==> src/rtl/direct_mapped_write_through_cache_top_macros.svh <==
// Assertion macros shared by the cache RTL.
`ifndef DIRECT_MAPPED_WRITE_THROUGH_CACHE_TOP_MACROS_SVH
`define DIRECT_MAPPED_WRITE_THROUGH_CACHE_TOP_MACROS_SVH

`ifndef SYNTHESIS
`define DMC_ASSERT(label, prop) \
  label: assert property (@(posedge clk_i) disable iff (!rst_ni) (prop)) \
    else $error("assertion failed");
`define DMC_ASSERT_NEVER(label, prop) \
  `DMC_ASSERT(label, !(prop))
`else
`define DMC_ASSERT(label, prop)
`define DMC_ASSERT_NEVER(label, prop)
`endif

`endif

==> src/rtl/dmc_pkg.sv <==
package dmc_pkg;

  localparam int unsigned LINE_WORDS = 4;
  localparam int unsigned OFFSET_W   = $clog2(LINE_WORDS);
  localparam int unsigned DATA_W     = 32;
  localparam int unsigned CFG_W      = 8;
  localparam int unsigned LAT_W      = 9;
  localparam int unsigned CNT_W      = 32;
  localparam int unsigned PADDR_W    = 3;
  localparam int unsigned PDATA_W    = 32;

  localparam logic [CFG_W-1:0] HIT_LAT_RST = 8'd4;
  localparam logic [CFG_W-1:0] MEM_LAT_RST = 8'd100;

  typedef enum logic {
    FUNC_READ  = 1'b0,
    FUNC_WRITE = 1'b1
  } func_e;

  typedef enum logic [0:0] {
    REG_HIT_LATENCY    = 1'b0,
    REG_MEMORY_LATENCY = 1'b1
  } reg_idx_e;

  typedef enum logic [1:0] {
    ST_CLEAR,
    ST_IDLE,
    ST_LOOKUP
  } state_e;

  typedef logic [DATA_W-1:0] word_t;

  typedef struct packed {
    logic clear;
    logic load;
    logic commit;
  } cmd_t;

  typedef struct packed {
    logic out_busy;
  } sts_t;

  typedef struct packed {
    logic [CFG_W-1:0] hit_latency;
    logic [CFG_W-1:0] memory_latency;
  } cfg_t;

endpackage

==> src/rtl/dmc_cfg.sv <==
module dmc_cfg (
  input  logic                          clk_i,
  input  logic                          rst_ni,
  input  logic                          psel,
  input  logic                          penable,
  input  logic                          pwrite,
  input  logic [dmc_pkg::PADDR_W-1:0]   paddr,
  input  logic [dmc_pkg::PDATA_W-1:0]   pwdata,
  output logic [dmc_pkg::PDATA_W-1:0]   prdata,
  output logic                          pready,
  output dmc_pkg::cfg_t                 cfg_o
);

  dmc_pkg::reg_idx_e reg_idx;
  dmc_pkg::cfg_t     cfg_d, cfg_q;
  logic              wr_en;

  assign reg_idx = dmc_pkg::reg_idx_e'(paddr[dmc_pkg::PADDR_W-1]);
  assign wr_en   = psel & penable & pwrite;
  assign pready  = 1'b1;

  always_comb begin
    cfg_d = cfg_q;
    if (wr_en) begin
      unique case (reg_idx)
        dmc_pkg::REG_HIT_LATENCY:    cfg_d.hit_latency    = pwdata[dmc_pkg::CFG_W-1:0];
        dmc_pkg::REG_MEMORY_LATENCY: cfg_d.memory_latency = pwdata[dmc_pkg::CFG_W-1:0];
        default: ;
      endcase
    end
  end

  always_comb begin
    unique case (reg_idx)
      dmc_pkg::REG_HIT_LATENCY:
        prdata = dmc_pkg::PDATA_W'(cfg_q.hit_latency);
      dmc_pkg::REG_MEMORY_LATENCY:
        prdata = dmc_pkg::PDATA_W'(cfg_q.memory_latency);
      default: prdata = '0;
    endcase
  end

  always_ff @(posedge clk_i or negedge rst_ni) begin
    if (!rst_ni) begin
      cfg_q.hit_latency    <= dmc_pkg::HIT_LAT_RST;
      cfg_q.memory_latency <= dmc_pkg::MEM_LAT_RST;
    end else begin
      cfg_q <= cfg_d;
    end
  end

  assign cfg_o = cfg_q;

endmodule

==> config.mk <==
export PLATFORM = sky130hd
export DESIGN_NAME = dmc_cfg
export DESIGN_NICKNAME = d
export VERILOG_FILES = /design/src/rtl/direct_mapped_write_through_cache_top_macros.svh /design/src/rtl/dmc_pkg.sv /design/src/rtl/dmc_cfg.sv
export SDC_FILE = /design/constraint.sdc
export NUM_CORES = 1
export LEC_CHECK = 0
export BUFFER_PORTS_ARGS = -buffer_cell sky130_fd_sc_hd__buf_2
export CAP_MARGIN = 20
export CORE_AREA = 4 4 56 58
export CTS_CLUSTER_DIAMETER = 100
export DETAILED_ROUTE_END_ITERATION = 6
export DIE_AREA = 0 0 60 62
export PLACE_DENSITY = 0.85
export SYNTH_ARGS = -nofsm -noshare
export SYNTH_HDL_FRONTEND = slang
export SYNTH_SLANG_ARGS = --single-unit
==> constraint.sdc <==
create_clock -name clk_i -period 0.9 [get_ports clk_i]
set_input_delay 0.045 -clock clk_i [delete_from_list [all_inputs] [get_ports clk_i]]
set_output_delay 0.045 -clock clk_i [all_outputs]
set_load 0.02 [all_outputs]
==> results.yml <==
floorplan:
  io_pins: 89
  rows: 19
  die_x_um: 60
  die_h_um: 62
  start_util_pct: 34.8
  core_mm2: 0.00266
  die-area_mm2: 0.00372
logic_synthesis:
  synth_top_area_cell: "dfrtp_1"
  yosys.cell_types.count: 8
  synthTopCellsByCount: "buf_4 (25), mux2_2 (24), dfrtp_1 (12)"
  synth_cells: 70
  yosysMostFrequentCell: "buf_4"
  synth-async-reset-ratio_pct: 100
  yosys_warnings: 0
  synth_top_area_share_pct: 32.4
  synth_area_per_cell_um2: 13.2
  synth_area_leaders: "dfrtp_1 (32%), mux2_2 (29%), buf_4 (20%), dfstp_2 (11%), nand4b_4 (2.6%)"
  ys_seq_elements: 16
  ys.flop_type: "dfrtp_1"
  yosysSeqAreaShare_pct: 43.7
  syn_area_um2: 927
  synth_edf_count: 0
global_route:
  grt_pass1_vias: 737
  grt_overflow_total: 0
  grt_pass1_wl_um: 3260
  grt_max_degree: 17
  antenna_found_initial: 0
  gr-usage-all-layers_pct: 11.7
clock_network:
  cts.sinks: 16
  clk_pin_slew_ns: 0.09
  numCtsBuffers: 3
  htree_levels: 1
  cts_tree: "built"
  root_buffer: "clkbuf_4"
  clock_path_buffers: 2
  worstSkewPairLatency_ns: 0.28
timing:
  period_needed_ns: 1.14
  fmax_mhz: 874
  worst_clock_skew_ns: 0
  setup_slack_ns: -0.245
  rsz0062_at_grt: "true"
  report.final.slew_viol_count: 0
  finalCritPeriodShare_pct: 127
  hold_viol: 0
  tns_ns: -3.15
  setup_viol: 23
status:
  violations: "negative setup slack"
  status: "finished, violations left"
final_layout:
  nets: 164
  drive_above_1_share_pct: 68.9
  antenna-diode-count: 0
  fillers: 223
  area_growth_pct: 52.2
  largest_reg_flops: 16
  final_util_pct: 53.0
  final_area_mm2: 0.00141
power:
  p_sw_w: 0.00109
  comb_power_share_pct: 55.0
  vdd_drop_max_v: 0.00147
  switching_share_pct: 35.0
  pwr-share-seq_pct: 33.3
  power_density_mw_per_mm2: 2200
  clkPwrFrac_pct: 11.7
  intPower_w: 0.00202
  p_leak_nw: 0.750
routing:
  antenna_left: 0
  drcViolationCount: 0
  vias_per_cell: 4.29
  routed_wl_um: 2180
  wl_per_cell_um: 14.2
  drtPass1Iterations: 2
  via_count: 656
  drtIter0Drc: 10
placed_design:
  port_buffers: 37
  dp_hpwl_um: 1440
  gp_congestion: 0.634
  placed_area_mm2: 0.00105
critical_path:
  worstPathCellList: "mux2_4, buf_6"
  critPathLaunchType: "register"
  cp_max_fo: 2
  critPathCaptureType: "primary output"
  cp.required_ns: 0.85
  cp_num_buf_inv: 1
  path_delay_family: "flip-flops"
  cpMaxStageDelayCell: "dfrtp_1"
  worstSetupPathType: "register to primary output"
  max_stage_delay_ns: 0.41
  worstPathArrival_ns: 1.10
worst_hold_path:
  min_path_type: "input port to register"
job:
  drv_cap: 0
power by group through the flow:
stage / combinational (W) / clock [W] / sequential, W
final: 0.00171 / 0.000363 / 0.00103
after global routing: 0.00181 / 0.000395 / 0.00105
after CTS: 0.00151 / 0.000372 / 0.00101
after detailed placement: 0.00100 / 0 / 0.00103
after global placement: 0.000990 / 0 / 0.00101
after floorplan: 0.000550 / 0 / 0.00122
worst paths after layout:
| path | start | end | slack [ns] | cells past startpoint |
|---|---|---|---|---|
| max | cfg_o[12] | prdata[4] | -0.24 | 2 |
| min | pwdata[3] | cfg_o[11] | 0.006 | 2 |
| max reg2reg | cfg_o[4] | cfg_o[4] | -0.01 | 2 |
| min reg2reg | cfg_o[11] | cfg_o[11] | 0.55 | 1 |
| max in group asynchronous | rst_ni | cfg_o[10] | 0.37 | 2 |
| min in group asynchronous | rst_ni | cfg_o[8] | 0.22 | 2 |
kinds of logic after synthesis:
family,count (synthesis),share of synthesized area [%]
buffers and inverters,26,21.5
muxes,24,29.1
DFF,16,43.7
and+or+nand+nor,2,4.86
other,2,0.810
worst reg2reg max path, cell delays in order, from the launching register on:
cell and delay, ns:
dfrtp_1 0.41, buf_6 0.13, mux2_4 0.25
area by class of cell:
class                      count  area, um^2  area share (%)
timing repair buffer          52         479            34.0
multi-input combinational     51         465            33.0
sequential                    16         405            28.7
tap                           31        38.8            2.75
clock buffer                   3        22.5            1.60
stage by stage:
stage          hold slack (ns)  instances  power, W  setup WS (ns)
2_1_floorplan           -0.251         93   0.00177         0.0546
3_3_place_gp           -0.0424        137   0.00200        -0.0159
3_5_place_dp           -0.0266        137   0.00203        -0.0298
4_1_cts               0.000165        150   0.00289         -0.239
5_1_grt                0.00598        153   0.00325         -0.276
6_report               0.00604        153   0.00310         -0.245
what timing repair did:
action	4_1_cts	5_1_grt
setup buffers	9	7
gates resized for setup	48	24
hold endpoints to repair	16	0
hold buffers	1	0
setup endpoints to repair	13	32
cell usage in the layout, fill, tap and decap left out:
cell type / n
buf_4: 3
buf_6: 33
mux2_2: 9
mux2_4: 15
dfrtp_1: 12
dlygate4sd3_1: 1
nand4_4: 1
clkbuf_4: 3
nand4b_4: 1
buf_2: 15
dfstp_2: 4
conb_1: 25
metal layers:
metal | routed length, um | vias to the layer above | share of wire (%) | global-route usage (%)
met5 | 0 | - | 0 | 0
met4 | 14 | 0 | 0.64 | 5.06
met3 | 273 | 2 | 13 | 3.93
met2 | 1110 | 46 | 51 | 21.0
met1 | 782 | 317 | 36 | 12.6
li1 | - | 291 | - | -
No activity file was read; power rests on OpenSTA's default activity.
