### src/rtl/direct_mapped_write_through_cache_top_macros.svh
// Assertion macros shared by the cache RTL.
`ifndef DIRECT_MAPPED_WRITE_THROUGH_CACHE_TOP_MACROS_SVH
`define DIRECT_MAPPED_WRITE_THROUGH_CACHE_TOP_MACROS_SVH

`ifndef SYNTHESIS
`define DMC_ASSERT(label, prop) \
  label: assert property (@(posedge clk_i) disable iff (!rst_ni) (prop)) \
    else $error("assertion failed");
`define DMC_ASSERT_NEVER(label, prop) \
  `DMC_ASSERT(label, !(prop))
`else
`define DMC_ASSERT(label, prop)
`define DMC_ASSERT_NEVER(label, prop)
`endif

`endif

### src/rtl/dmc_pkg.sv
package dmc_pkg;

  localparam int unsigned LINE_WORDS = 4;
  localparam int unsigned OFFSET_W   = $clog2(LINE_WORDS);
  localparam int unsigned DATA_W     = 32;
  localparam int unsigned CFG_W      = 8;
  localparam int unsigned LAT_W      = 9;
  localparam int unsigned CNT_W      = 32;
  localparam int unsigned PADDR_W    = 3;
  localparam int unsigned PDATA_W    = 32;

  localparam logic [CFG_W-1:0] HIT_LAT_RST = 8'd4;
  localparam logic [CFG_W-1:0] MEM_LAT_RST = 8'd100;

  typedef enum logic {
    FUNC_READ  = 1'b0,
    FUNC_WRITE = 1'b1
  } func_e;

  typedef enum logic [0:0] {
    REG_HIT_LATENCY    = 1'b0,
    REG_MEMORY_LATENCY = 1'b1
  } reg_idx_e;

  typedef enum logic [1:0] {
    ST_CLEAR,
    ST_IDLE,
    ST_LOOKUP
  } state_e;

  typedef logic [DATA_W-1:0] word_t;

  typedef struct packed {
    logic clear;
    logic load;
    logic commit;
  } cmd_t;

  typedef struct packed {
    logic out_busy;
  } sts_t;

  typedef struct packed {
    logic [CFG_W-1:0] hit_latency;
    logic [CFG_W-1:0] memory_latency;
  } cfg_t;

endpackage

### src/rtl/dmc_ctrl.sv
module dmc_ctrl #(
  parameter int unsigned NUM_LINES = 64
) (
  input  logic                         clk_i,
  input  logic                         rst_ni,
  input  logic                         in_valid_i,
  input  dmc_pkg::sts_t                sts_i,
  output logic                         in_ready_o,
  output dmc_pkg::cmd_t                cmd_o,
  output logic [$clog2(NUM_LINES)-1:0] clr_idx_o
);

  localparam int unsigned IDX_W = $clog2(NUM_LINES);

  dmc_pkg::state_e  state_d, state_q;
  logic [IDX_W-1:0] clr_idx_d, clr_idx_q;

  always_comb begin
    state_d    = state_q;
    clr_idx_d  = clr_idx_q;
    cmd_o      = '0;
    in_ready_o = 1'b0;
    unique case (state_q)
      dmc_pkg::ST_CLEAR: begin
        cmd_o.clear = 1'b1;
        clr_idx_d   = clr_idx_q + 1'b1;
        if (clr_idx_q == IDX_W'(NUM_LINES - 1)) begin
          state_d = dmc_pkg::ST_IDLE;
        end
      end
      dmc_pkg::ST_IDLE: begin
        in_ready_o = 1'b1;
        if (in_valid_i) begin
          cmd_o.load = 1'b1;
          state_d    = dmc_pkg::ST_LOOKUP;
        end
      end
      dmc_pkg::ST_LOOKUP: begin
        if (!sts_i.out_busy) begin
          cmd_o.commit = 1'b1;
          state_d      = dmc_pkg::ST_IDLE;
        end
      end
      default: state_d = dmc_pkg::ST_CLEAR;
    endcase
  end

  always_ff @(posedge clk_i or negedge rst_ni) begin
    if (!rst_ni) begin
      state_q   <= dmc_pkg::ST_CLEAR;
      clr_idx_q <= '0;
    end else begin
      state_q   <= state_d;
      clr_idx_q <= clr_idx_d;
    end
  end

  assign clr_idx_o = clr_idx_q;

endmodule

### config.mk
export PLATFORM = sky130hd
export DESIGN_NAME = dmc_ctrl
export DESIGN_NICKNAME = d
export VERILOG_FILES = /design/src/rtl/direct_mapped_write_through_cache_top_macros.svh /design/src/rtl/dmc_pkg.sv /design/src/rtl/dmc_ctrl.sv
export SDC_FILE = /design/constraint.sdc
export NUM_CORES = 1
export LEC_CHECK = 0
export BUFFER_PORTS_ARGS = -buffer_cell sky130_fd_sc_hd__buf_2
export CAP_MARGIN = 15
export CORE_AREA = 3 3 40 42
export CTS_BUF_LIST = sky130_fd_sc_hd__clkbuf_16
export DETAILED_ROUTE_END_ITERATION = 8
export DIE_AREA = 0 0 43 45
export PLACE_DENSITY_LB_ADDON = 0.15
export REMOVE_ABC_BUFFERS = 1
export SLEW_MARGIN = 20
export SYNTH_ARGS = -nofsm -noshare
export SYNTH_HDL_FRONTEND = slang
export SYNTH_SLANG_ARGS = --single-unit
### constraint.sdc
create_clock -name clk_i -period 2.8 [get_ports clk_i]
set_input_delay 0.56 -clock clk_i [delete_from_list [all_inputs] [get_ports clk_i]]
set_output_delay 0.56 -clock clk_i [all_outputs]
set_load 0.01 [all_outputs]
==> flow_metrics.env <==
export IMPL_ys_top_cells_by_area="dfrtp_1, xnor2_1, nand4_1, ha_1, nor3b_2"
export IMPL_finalSetupViolCount=0
export IMPL_syn_avg_cell_area_um2=12.30
export IMPL_yosys_register_bits=8
export IMPL_synth_area_leader_cell="dfrtp_1"
export IMPL_antenna_diode_count=0
export IMPL_root_buffer="clkbuf_16"
export IMPL_cts_setup_buffers=0
export IMPL_synth_edf_count=0
export IMPL_first_pass_iters=2
export IMPL_skew_ns=0.001579
export IMPL_gp_congestion=0.6683
export IMPL_ff2ff_path_depth=2
export IMPL_ys_flop_type="dfrtp_1"
export IMPL_regToRegEndpoint="clr_idx_o[1]"
export IMPL_maxCapViolations=0
export IMPL_antenna_found_initial=0
export IMPL_outcome="finished clean"
export IMPL_n_fill_cell=128
export IMPL_fmax_mhz=574.4
export IMPL_reg2reg_from="clr_idx_o[0]"
export IMPL_arrival_ns=1.18
export IMPL_initial_utilization_pct=28.72
export IMPL_yosysMostFrequentCell="dfrtp_1"
export IMPL_rows=13
export IMPL_num_io_pins=14
export IMPL_grt_start_max_net_pins=9
export IMPL_routed_wl_um=758
export IMPL_hold_viol=0
export IMPL_io_buffers=13
export IMPL_htreeDepth=1
export IMPL_overflow=0
export IMPL_synth_common_cells="dfrtp_1, nand4_1, xnor2_1"
export IMPL_period_needed_ns=1.741
export IMPL_die_area_um2=1935
export IMPL_start_kind="flip-flop"
export IMPL_die_w_um=43
export IMPL_dp_hpwl_um=610.7
export IMPL_clockBufferDepth=2
export IMPL_avgViaCountPerCell=4.639
export IMPL_path_delay_family="simple AND/OR/NAND/NOR gates"
export IMPL_period_share_pct=62.18
export IMPL_finalNetCount=53
export IMPL_ir_worst_vdd_uv=481.1
export IMPL_power_total_mw=0.7090
export IMPL_crit_chain="and2b_4 > and2_4 > buf_2"
export IMPL_synth_cells=30
export IMPL_maxSlewHeadroom_pct=86.24
export IMPL_cp_buffers_inverters=1
export IMPL_path_clk_slew_ns=0.04
export IMPL_grt_use_total_pct=10.01
export IMPL_cp_depth=3
export IMPL_drt_initial_drc_count=2
export IMPL_power_density_nw_per_um2=1343
export IMPL_post_route_util_pct=41.09
export IMPL_crit_required_ns=2.24
export IMPL_crit_type="reg2out"
export IMPL_antenna_left=0
export IMPL_critPathSlowestCell="dfrtp_1"
export IMPL_maxSlewViolCount=0
export IMPL_final_area_um2=528.0
export IMPL_crit_fanout=4
export IMPL_cts_hold_buf=0
export IMPL_core_um2=1285
export IMPL_worst_pin_slew_ns=0.2064
export IMPL_cts_resized=0
export IMPL_place_area_um2=452.9
export IMPL_wire_per_inst_um=12.43
export IMPL_async_flop_share_pct=100.0
export IMPL_yosysSeqAreaShare_pct=54.24
export IMPL_cts_num_sinks=8
export IMPL_totalNegativeSetupSlack_ns=0
export IMPL_synth_cell_types=15
export IMPL_grt_setup_unrepaired="no"
export IMPL_cts_tree="done"
export IMPL_grt_pass1_wl_mm=1.345
export IMPL_drcViolationCount=0
export IMPL_reg2reg_slack_ns=1.67
export IMPL_die_h_um=45
export IMPL_hold_class="in2async"
export IMPL_vias=283
export IMPL_cts_buffers=3
export IMPL_synth_area_um2=369.1
export IMPL_area_growth_pct=43.05
export IMPL_synth_top_area_share_pct=54.24
export IMPL_leakage_nw=0.2578
export IMPL_yosys_warnings=0
export IMPL_crit_path_max_incr_delay_ns=0.41
export IMPL_final_layout_size_suffix_gt1_share_pct=43.48
export IMPL_grt_pass1_vias=294
export IMPL_cp_end_kind="primary output"
export IMPL_clk_latency_ns=0.23
flip-flops by register name (all words and copies together), names as in the netlist:
| signal | count |
|---|---|
| clr_idx_o | 6 |
| state_q | 2 |
through the flow:
step,worst slack (ns),instances,hold slack (ns)
2_1_floorplan,1.412,30,0.2644
3_3_place_gp,1.252,58,0.4106
3_5_place_dp,1.246,58,0.4102
4_1_cts,1.047,61,0.1671
5_1_grt,1.007,61,0.1754
6_report,1.059,61,0.1672
layout by cell type (no fill, tap or decap):
cell type,Yosys,routed
nor3b_2,1,1
and2_4,1,1
o21bai_1,1,1
and2b_4,1,1
clkbuf_16,0,3
inv_1,1,1
dfrtp_1,8,8
a21oi_1,1,1
nand2_1,3,3
buf_2,0,13
xnor2_1,4,4
ha_1,1,1
mux2_1,1,1
xor2_1,1,1
and3_1,1,1
nor2_4,1,1
nand4_1,4,4
worst max-delay path by stage:
stage	slack (ns)	to	startpoint
finish	1.06	cmd_o[1]	state_q[1]
global route	1.01	cmd_o[1]	state_q[1]
CTS	1.05	cmd_o[1]	state_q[1]
detailed placement	1.25	cmd_o[0]	sts_i
global placement	1.25	cmd_o[0]	sts_i
floorplan	1.41	cmd_o[1]	state_q[1]
per-layer routing:
layer  up-vias  routed length, um  GRT usage [%]
met5         -                  0              0
met4         0                  0          10.84
met1       139                349          11.17
met3         0                 32          2.789
li1        136                  -              -
met2         8                377          14.67
worst register-to-register path: stages (launching register included):
cell and delay [ns]:
dfrtp_1 0.42, ha_1 0.31, mux2_1 0.28
final cells by class:
class / instances / area, um^2 / share of cell area [%]
tap: 15 / 18.77 / 3.555
inverter: 1 / 3.754 / 0.7109
sequential: 8 / 200.2 / 37.91
timing repair buffer: 13 / 65.06 / 12.32
multi-input combinational: 21 / 165.2 / 31.28
clock buffer: 3 / 75.07 / 14.22
cells by family after synthesis:
logic type      Yosys count  synth area share (%)
simple gates             12                 23.05
fa+ha+maj                 1                 3.389
compound gates            2                 3.389
buf+inv                   1                 1.016
mux                       1                 3.051
flops                     8                 54.24
xor+xnor                  5                 11.86
where the power goes:
group          switching (mW)  internal [mW]
Combinational           0.116          0.121
Sequential             0.0649          0.174
Clock                  0.0504          0.184
Note: power is estimated with default switching activity, not from simulation.
